<file path="config.mk">
export PLATFORM = sky130hd
export DESIGN_NAME = grid_bin_neighbor_enumerator_unit
export DESIGN_NICKNAME = d
export VERILOG_FILES = /design/src/hdl/gbne_pkg.sv /design/src/hdl/grid_bin_neighbor_enumerator_unit.sv /design/src/hdl/gbne_dp.sv /design/src/hdl/gbne_ctrl.sv
export SDC_FILE = /design/constraint.sdc
export NUM_CORES = 1
export LEC_CHECK = 0
export BUFFER_PORTS_ARGS = -buffer_cell sky130_fd_sc_hd__buf_2
export CAP_MARGIN = 20
export CORE_MARGIN = 2
export CORE_UTILIZATION = 49
export CTS_BUF_LIST = sky130_fd_sc_hd__clkbuf_8
export DETAILED_ROUTE_END_ITERATION = 8
export PLACE_DENSITY_LB_ADDON = 0.3
export SYNTH_ARGS = -nofsm -noshare
export SYNTH_HDL_FRONTEND = slang
export SYNTH_SLANG_ARGS = --single-unit
export TNS_END_PERCENT = 50
</file>
<file path="constraint.sdc">
create_clock -name clk -period 8 [get_ports clk]
set_input_delay 0.8 -clock clk [delete_from_list [all_inputs] [get_ports clk]]
set_output_delay 0.8 -clock clk [all_outputs]
set_load 0.02 [all_outputs]
</file>
<file path="src/hdl/gbne_pkg.sv">
// Shared types and constants for the grid bin neighbor enumerator.
// Used by gbne_ctrl, gbne_dp and grid_bin_neighbor_enumerator_unit; no dependencies.
`default_nettype none

package gbne_pkg;

	localparam int IDX_W  = 21;
	localparam int GRES_W = 8;
	localparam int ADDR_W = 3;
	localparam int DATA_W = 32;

	localparam logic [GRES_W-1:0] GRID_RES_RESET = 8'd100;

	// Register index taken from paddr[2].
	localparam logic REG_GRID_RES = 1'b0;

	typedef struct packed {
		logic load;
		logic calc_plane;
		logic calc_cells;
		logic div_x_init;
		logic div_step;
		logic div_y_init;
		logic set_start;
		logic emit_invalid;
		logic emit_next;
	} gbne_cmd_t;

	typedef struct packed {
		logic in_grid;
		logic last_pos;
	} gbne_stat_t;

endpackage

`default_nettype wire

</file>
<file path="src/hdl/grid_bin_neighbor_enumerator_unit.sv">
// Top level of the grid bin neighbor enumerator: register port, controller and datapath.
// Depends on gbne_pkg, gbne_ctrl and gbne_dp.
`default_nettype none

// For each flat bin index the block returns the indices of the bin and its
// one-ring neighbors in a cubic grid of grid_res bins per axis, x outermost and
// z innermost, clipped at the faces, with last set on the final one. An index
// at or beyond grid_res cubed gives a single result with index_valid low, sent
// from the range check once the output register is free. Otherwise each item
// has a setup of the input transfer, two multiplies, the range check, two
// restoring divisions at one quotient bit per cycle and the start point, then
// one cycle per result while the output is taken. A new item is taken once
// the final result of the previous one sits in the output register. Write
// grid_res only while idle.
module grid_bin_neighbor_enumerator_unit #(
	parameter int MAX_RES = 128
) (
	input  wire logic                         clk,
	input  wire logic                         arst_n,
	input  wire logic                         psel,
	input  wire logic                         penable,
	input  wire logic                         pwrite,
	input  wire logic [gbne_pkg::ADDR_W-1:0]  paddr,
	input  wire logic [gbne_pkg::DATA_W-1:0]  pwdata,
	output logic [gbne_pkg::DATA_W-1:0]       prdata,
	output logic                              pready,
	input  wire logic                         in_valid,
	output logic                              in_ready,
	input  wire logic [gbne_pkg::IDX_W-1:0]   bin_index,
	output logic                              out_valid,
	input  wire logic                         out_ready,
	output logic [gbne_pkg::IDX_W-1:0]        neighbor_index,
	output logic                              index_valid,
	output logic                              last
);
	import gbne_pkg::*;

	logic [GRES_W-1:0] grid_res_q;
	logic              reg_sel;
	gbne_cmd_t         cmd;
	gbne_stat_t        stat;

	assign pready  = 1'b1;
	assign reg_sel = (paddr[2] == REG_GRID_RES);
	assign prdata  = reg_sel ? DATA_W'(grid_res_q) : '0;

	always_ff @(posedge clk or negedge arst_n) begin
		if (!arst_n) begin
			grid_res_q <= GRID_RES_RESET;
		end else if (psel && penable && pwrite && pready && reg_sel) begin
			grid_res_q <= pwdata[GRES_W-1:0];
		end
	end

	gbne_ctrl #(
		.MAX_RES(MAX_RES)
	) u_ctrl (
		.clk       (clk),
		.arst_n    (arst_n),
		.in_valid  (in_valid),
		.in_ready  (in_ready),
		.out_valid (out_valid),
		.out_ready (out_ready),
		.stat      (stat),
		.cmd       (cmd)
	);

	gbne_dp #(
		.MAX_RES(MAX_RES)
	) u_dp (
		.clk            (clk),
		.grid_res       (grid_res_q),
		.bin_index      (bin_index),
		.cmd            (cmd),
		.stat           (stat),
		.neighbor_index (neighbor_index),
		.index_valid    (index_valid),
		.last           (last)
	);

endmodule

`default_nettype wire

</file>
<file path="src/hdl/gbne_dp.sv">
// Datapath: grid sizes, shared restoring divider, neighbor walk and result register.
// Depends on gbne_pkg; driven by commands from gbne_ctrl.
`default_nettype none

module gbne_dp #(
	parameter int MAX_RES = 128
) (
	input  wire logic                         clk,
	input  wire logic [gbne_pkg::GRES_W-1:0]  grid_res,
	input  wire logic [gbne_pkg::IDX_W-1:0]   bin_index,
	input  wire gbne_pkg::gbne_cmd_t          cmd,
	output gbne_pkg::gbne_stat_t              stat,
	output logic [gbne_pkg::IDX_W-1:0]        neighbor_index,
	output logic                              index_valid,
	output logic                              last
);
	import gbne_pkg::*;

	localparam int RW = $clog2(MAX_RES + 1);
	localparam int PW = 2 * RW;
	localparam int CW = 3 * RW;
	localparam int AW = ((CW > IDX_W) ? CW : IDX_W) + 1;
	localparam logic [GRES_W-1:0] MAX_RES_B = GRES_W'(MAX_RES);

	logic [RW-1:0]    res_eff;
	logic [RW-1:0]    res_q;
	logic [PW-1:0]    plane_q;
	logic [CW-1:0]    cells_q;
	logic [IDX_W-1:0] idx_q;
	logic [AW-1:0]    rem_q;
	logic [AW-1:0]    dsh_q;
	logic [RW-1:0]    quo_q;
	logic [RW-1:0]    cx_q;
	logic [AW-1:0]    xbase_q;
	logic [AW-1:0]    ybase_q;
	logic [AW-1:0]    cur_q;
	logic [1:0]       i_q, j_q, k_q;
	logic [1:0]       imax_q, jmax_q, kmax_q;
	logic [AW-1:0]    start;
	logic [AW-1:0]    ybase_nx;
	logic [AW-1:0]    xbase_nx;
	logic [RW-1:0]    res_m1;
	logic             geq;

	// A resolution of zero acts as one, and anything above the maximum saturates.
	always_comb begin
		if (grid_res == '0) begin
			res_eff = RW'(1);
		end else if (grid_res > MAX_RES_B) begin
			res_eff = RW'(MAX_RES);
		end else begin
			res_eff = grid_res[RW-1:0];
		end
	end

	assign res_m1   = res_q - RW'(1);
	assign geq      = (rem_q >= dsh_q);
	assign ybase_nx = ybase_q + AW'(res_q);
	assign xbase_nx = xbase_q + AW'(plane_q);

	// First neighbor: step back one along every axis that is not at its low face.
	assign start = AW'(idx_q)
		- ((cx_q != '0) ? AW'(plane_q) : '0)
		- ((quo_q != '0) ? AW'(res_q) : '0)
		- ((rem_q != '0) ? AW'(1) : '0);

	assign stat.in_grid  = (AW'(idx_q) < AW'(cells_q));
	assign stat.last_pos = (i_q == imax_q) && (j_q == jmax_q) && (k_q == kmax_q);

	always_ff @(posedge clk) begin
		if (cmd.load) begin
			idx_q <= bin_index;
			res_q <= res_eff;
		end
		if (cmd.calc_plane) begin
			plane_q <= PW'(res_q) * PW'(res_q);
		end
		if (cmd.calc_cells) begin
			cells_q <= CW'(plane_q) * CW'(res_q);
		end

		// The quotient of either division fits in RW bits, so RW steps suffice.
		if (cmd.div_x_init) begin
			rem_q <= AW'(idx_q);
			dsh_q <= AW'(plane_q) << (RW - 1);
			quo_q <= '0;
		end else if (cmd.div_y_init) begin
			cx_q  <= quo_q;
			dsh_q <= AW'(res_q) << (RW - 1);
			quo_q <= '0;
		end else if (cmd.div_step) begin
			if (geq) begin
				rem_q <= rem_q - dsh_q;
			end
			quo_q <= {quo_q[RW-2:0], geq};
			dsh_q <= dsh_q >> 1;
		end

		if (cmd.set_start) begin
			xbase_q <= start;
			ybase_q <= start;
			cur_q   <= start;
			i_q     <= '0;
			j_q     <= '0;
			k_q     <= '0;
			imax_q  <= 2'd2 - {1'b0, cx_q == '0} - {1'b0, cx_q == res_m1};
			jmax_q  <= 2'd2 - {1'b0, quo_q == '0} - {1'b0, quo_q == res_m1};
			kmax_q  <= 2'd2 - {1'b0, rem_q[RW-1:0] == '0}
				- {1'b0, rem_q[RW-1:0] == res_m1};
		end else if (cmd.emit_next) begin
			if (k_q != kmax_q) begin
				k_q   <= k_q + 2'd1;
				cur_q <= cur_q + AW'(1);
			end else if (j_q != jmax_q) begin
				j_q     <= j_q + 2'd1;
				k_q     <= '0;
				ybase_q <= ybase_nx;
				cur_q   <= ybase_nx;
			end else begin
				i_q     <= i_q + 2'd1;
				j_q     <= '0;
				k_q     <= '0;
				xbase_q <= xbase_nx;
				ybase_q <= xbase_nx;
				cur_q   <= xbase_nx;
			end
		end

		if (cmd.emit_invalid) begin
			neighbor_index <= '0;
			index_valid    <= 1'b0;
			last           <= 1'b1;
		end else if (cmd.emit_next) begin
			neighbor_index <= cur_q[IDX_W-1:0];
			index_valid    <= 1'b1;
			last           <= stat.last_pos;
		end
	end

endmodule

`default_nettype wire

</file>
<file path="src/hdl/gbne_ctrl.sv">
// Controller state machine: sequences setup, both divisions and the neighbor walk.
// Depends on gbne_pkg; commands gbne_dp and owns the result valid flag.
`default_nettype none

module gbne_ctrl #(
	parameter int MAX_RES = 128
) (
	input  wire logic                 clk,
	input  wire logic                 arst_n,
	input  wire logic                 in_valid,
	output logic                      in_ready,
	output logic                      out_valid,
	input  wire logic                 out_ready,
	input  wire gbne_pkg::gbne_stat_t stat,
	output gbne_pkg::gbne_cmd_t       cmd
);
	import gbne_pkg::*;

	localparam int RW    = $clog2(MAX_RES + 1);
	localparam int CNT_W = $clog2(RW);

	typedef enum logic [3:0] {
		S_IDLE,
		S_PLANE,
		S_CELLS,
		S_CHECK,
		S_DIVX,
		S_YINIT,
		S_DIVY,
		S_START,
		S_EMIT
	} state_t;

	state_t            state_q;
	logic [CNT_W-1:0]  cnt_q;
	logic              out_valid_q;
	logic              slot_free;
	logic              in_xfer;
	logic              emit;
	logic              step_done;

	assign in_ready  = (state_q == S_IDLE);
	assign in_xfer   = in_valid && in_ready;
	assign out_valid = out_valid_q;
	assign slot_free = !out_valid_q || out_ready;
	assign step_done = (cnt_q == CNT_W'(RW - 1));
	assign emit      = cmd.emit_invalid || cmd.emit_next;

	always_comb begin
		cmd = '0;
		unique case (state_q)
			S_IDLE:  cmd.load = in_xfer;
			S_PLANE: cmd.calc_plane = 1'b1;
			S_CELLS: cmd.calc_cells = 1'b1;
			S_CHECK: begin
				cmd.div_x_init   = stat.in_grid;
				cmd.emit_invalid = !stat.in_grid && slot_free;
			end
			S_DIVX:  cmd.div_step = 1'b1;
			S_YINIT: cmd.div_y_init = 1'b1;
			S_DIVY:  cmd.div_step = 1'b1;
			S_START: cmd.set_start = 1'b1;
			S_EMIT:  cmd.emit_next = slot_free;
			default: cmd = '0;
		endcase
	end

	// In the last y step the divider still steps, so the start point is taken
	// in S_START, once the final quotient bit is in.
	always_ff @(posedge clk or negedge arst_n) begin
		if (!arst_n) begin
			state_q     <= S_IDLE;
			cnt_q       <= '0;
			out_valid_q <= 1'b0;
		end else begin
			if (emit) begin
				out_valid_q <= 1'b1;
			end else if (out_ready) begin
				out_valid_q <= 1'b0;
			end

			unique case (state_q)
				S_IDLE: begin
					if (in_xfer) begin
						state_q <= S_PLANE;
					end
				end
				S_PLANE: state_q <= S_CELLS;
				S_CELLS: state_q <= S_CHECK;
				S_CHECK: begin
					if (stat.in_grid) begin
						cnt_q   <= '0;
						state_q <= S_DIVX;
					end else if (slot_free) begin
						state_q <= S_IDLE;
					end
				end
				S_DIVX: begin
					cnt_q <= cnt_q + CNT_W'(1);
					if (step_done) begin
						state_q <= S_YINIT;
					end
				end
				S_YINIT: begin
					cnt_q   <= '0;
					state_q <= S_DIVY;
				end
				S_DIVY: begin
					cnt_q <= cnt_q + CNT_W'(1);
					if (step_done) begin
						state_q <= S_START;
					end
				end
				S_START: state_q <= S_EMIT;
				S_EMIT: begin
					if (slot_free && stat.last_pos) begin
						state_q <= S_IDLE;
					end
				end
				default: state_q <= S_IDLE;
			endcase
		end
	end

endmodule

`default_nettype wire

</file>
==> out/metrics.cfg <==
[run_status]
status=finished, final reports clean

[critical_path]
critPathMostFrequentCell=fa_1
critPathRequiredTime_ns=8.34
path_delay_family=adder cells
critical_path_buf_inv_count=3
cp_num_cells=16
reg2reg_depth=16
start_kind=flop
end_kind=flop
cpPeakStageDelay_ns=0.72
cp.arrival_ns=5.87
cp_max_fo=16
worstSetupPathType=flop to flop
worstPathCellList=buf_4, and2_1, fa_1, fa_1, fa_1, inv_1, fa_1, inv_1, ha_1, nor3_1, nor2_1, nand2_1, o311ai_0, nand3_1, o21ai_0, xor2_1
cp_slowest_cell=edfxtp_1

[place]
port_buffers=69
dp_hpwl_um=38800
gp_congestion=0.914

[synthesis]
syn-instance-count=2171
yosysUniqueCellTypes=88
yosys_warnings=0
synth_edf_count=182
netlist_area_um2=20700
synthTopCellsByArea=edfxtp_1 26%, fa_1 11%, ha_1 11%
seq_area_frac_synth_pct=33.1
synth_top_flop_cell=edfxtp_1
syn_area_per_cell_um2=9.51
synth_top_area_cell=edfxtp_1
async_flop_share_pct=6.50
yosys.area.top_type_share_pct=26.5
synth-seq-cells=246

[sta]
report.final.slew_viol_count=0
period_needed_ns=5.53
finalCritPeriodShare_pct=69.2
setup_viol=0
clock_skew_ns=0.0348
max_freq_ghz=0.181
rsz0062_at_grt=no
hold_viol=0
final.setup.tns_ns=0
worstMarginPinSlew_ns=1.03
relSlewSlack_pct=30.8

[routing]
drt_pre_antenna_iters=6
drc_errors=0
ant_nets=0
vias=15681
routed_via_density=5.55
wirelength_um=51900
drt_iter0_markers=1035
drt-wirelength-per-cell_um=18.4

[floorplan]
initial_utilization_pct=49.5
die-area_um2=43800
rows=75
ioPinCount=121
die_y_um=209
die_w_um=209
coreArea_um2=41800

[global_route]
use_met2_pct=38.8
overflow=0
antenna_found_initial=0
grt_busiest_layer=met2
track_usage_pct=24.3
grt_max_degree=63
grt_pass1_vias=15666
use_met3_pct=4.37
met1_usage_pct=32.5
grt_pass1_wl_um=83100

[clock_network]
worstSkewPairLatency_ns=0.63
clock-sinks=246
cts_resized=0
hold_buffers=0
cts_made_buffers=46
cts_buffer_depth=3
clkTransAtPathRegs_ns=0.06
htreeDepth=2
cts_tree=done
cts-root-buf=clkbuf_8
postCtsSetupRepairBufs=0

[final_layout]
fin_nets=2607
fillers=3777
area_growth_pct=8.72
final_layout_size_suffix_gt1_share_pct=9.37

[run]
drv_cap=0

[hold_path]
min_path_type=primary input to async pin

[path summary, 6_finish.rpt]
path	endpoint	slack [ns]	startpoint
setup / recovery	u_dp.cells_q[20]	2.47	u_dp.res_q[4]
hold / removal	u_ctrl.cnt_q[2]	0.14	arst_n
setup reg to reg	u_dp.cells_q[20]	2.47	u_dp.res_q[4]
hold reg to reg	u_dp.neighbor_index[16]	0.45	u_dp.neighbor_index[16]
max in group asynchronous	grid_res_q[5]	7.50	arst_n
min in group clk	u_dp.idx_q[0]	0.35	bin_index[0]
[metrics by stage]
| step | util (%) | worst slack, ns | cells | hold slack (ns) | area (um^2) |
|---|---|---|---|---|---|
| after CTS | 53.7 | 2.48 | 2821 | 0.108 | 22400 |
| final | 53.8 | 2.47 | 2823 | 0.138 | 22500 |
| after detailed placement | 51.4 | 2.54 | 2736 | 0.444 | 21500 |
| after global routing | 53.8 | 2.27 | 2822 | 0.140 | 22500 |
| after global placement | 51.4 | 2.56 | 2735 | 0.441 | 21500 |
| after floorplan | - | 3.02 | 2201 | 0.437 | 20800 |
[synth_stat cells, types with 12 or more instances]
library cell and number:
buf_4 25, or3_1 12, nand2_1 238, o21ai_1 13
and3_1 17, o21a_1 21, nand3_1 36, nor3_1 25
a31oi_1 12, nor2_1 98, o211ai_1 12, edfxtp_1 182
ha_1 181, xnor2_1 96, dfxtp_1 48, nand4_1 15
and2_1 146, fa_1 117, nor4_1 18, clkbuf_1 54
o21ai_0 107, nand2b_1 20, a21oi_1 109, nor2b_1 29
inv_1 246, a211oi_1 15, dfrtp_1 13, a21o_1 33
xor2_1 66
[state kept, by name (all words and copies together) (netlist names), 15 cells and up]
name	flops
u_dp.rem_q	25
u_dp.ybase_q	21
u_dp.neighbor_index	21
u_dp.cells_q	24
u_dp.cur_q	21
u_dp.plane_q	15
u_dp.dsh_q	23
u_dp.xbase_q	21
u_dp.idx_q	21
[cells by family after synthesis]
kind of cell / after synthesis / share of synthesized area (%)
xor gates and xnor gates: 162 / 6.87
muxes: 22 / 1.13
adders and majority gates: 298 / 22.3
buffers and inverters: 341 / 6.81
DFF: 246 / 33.1
and+or+nand+nor: 685 / 16.7
other: 2 / 0.0364
AOI/OAI and AO/OA: 415 / 13.1
[layer usage]
metal	vias up	share of wire [%]
li1	7535	-
met1	7562	44
met5	-	0
met3	113	7.0
met4	0	3.9
met2	471	45
[placed cells by master (no fill, tap or decap), drive strengths merged, types with 11 or more instances in the layout]
cell / n
dfxtp: 48
nor2b: 29
nor4: 18
and3: 17
mux2: 11
o31ai: 11
o21a: 21
a21o: 33
edfxtp: 182
clkinv: 18
o21ai: 121
clkbuf: 54
and2: 146
dfrtp: 13
xnor2: 96
buf: 90
nand4: 15
xor2: 66
ha: 181
nand2b: 20
a211oi: 17
or3: 12
nand3: 37
nor3: 27
conb: 32
fa: 117
nand2: 239
o211ai: 13
a31oi: 12
nor2: 98
a21oi: 120
mux2i: 11
inv: 256
[final cells by class]
class | instances | area, um^2 | area share [%]
diodes | 1 | 2.50 | 0.0111
clock inverters | 31 | 204 | 0.908
well taps | 539 | 674 | 3.00
inverters | 248 | 931 | 4.15
clock buffers | 54 | 743 | 3.31
multi-input cells | 1614 | 12600 | 55.9
flip-flops and latches | 246 | 6830 | 30.4
repair buffers | 90 | 520 | 2.32
Power is left out: the tool's default activity adds up to more than one toggle a clock period on the data nets, which glitch-free logic cannot reach.
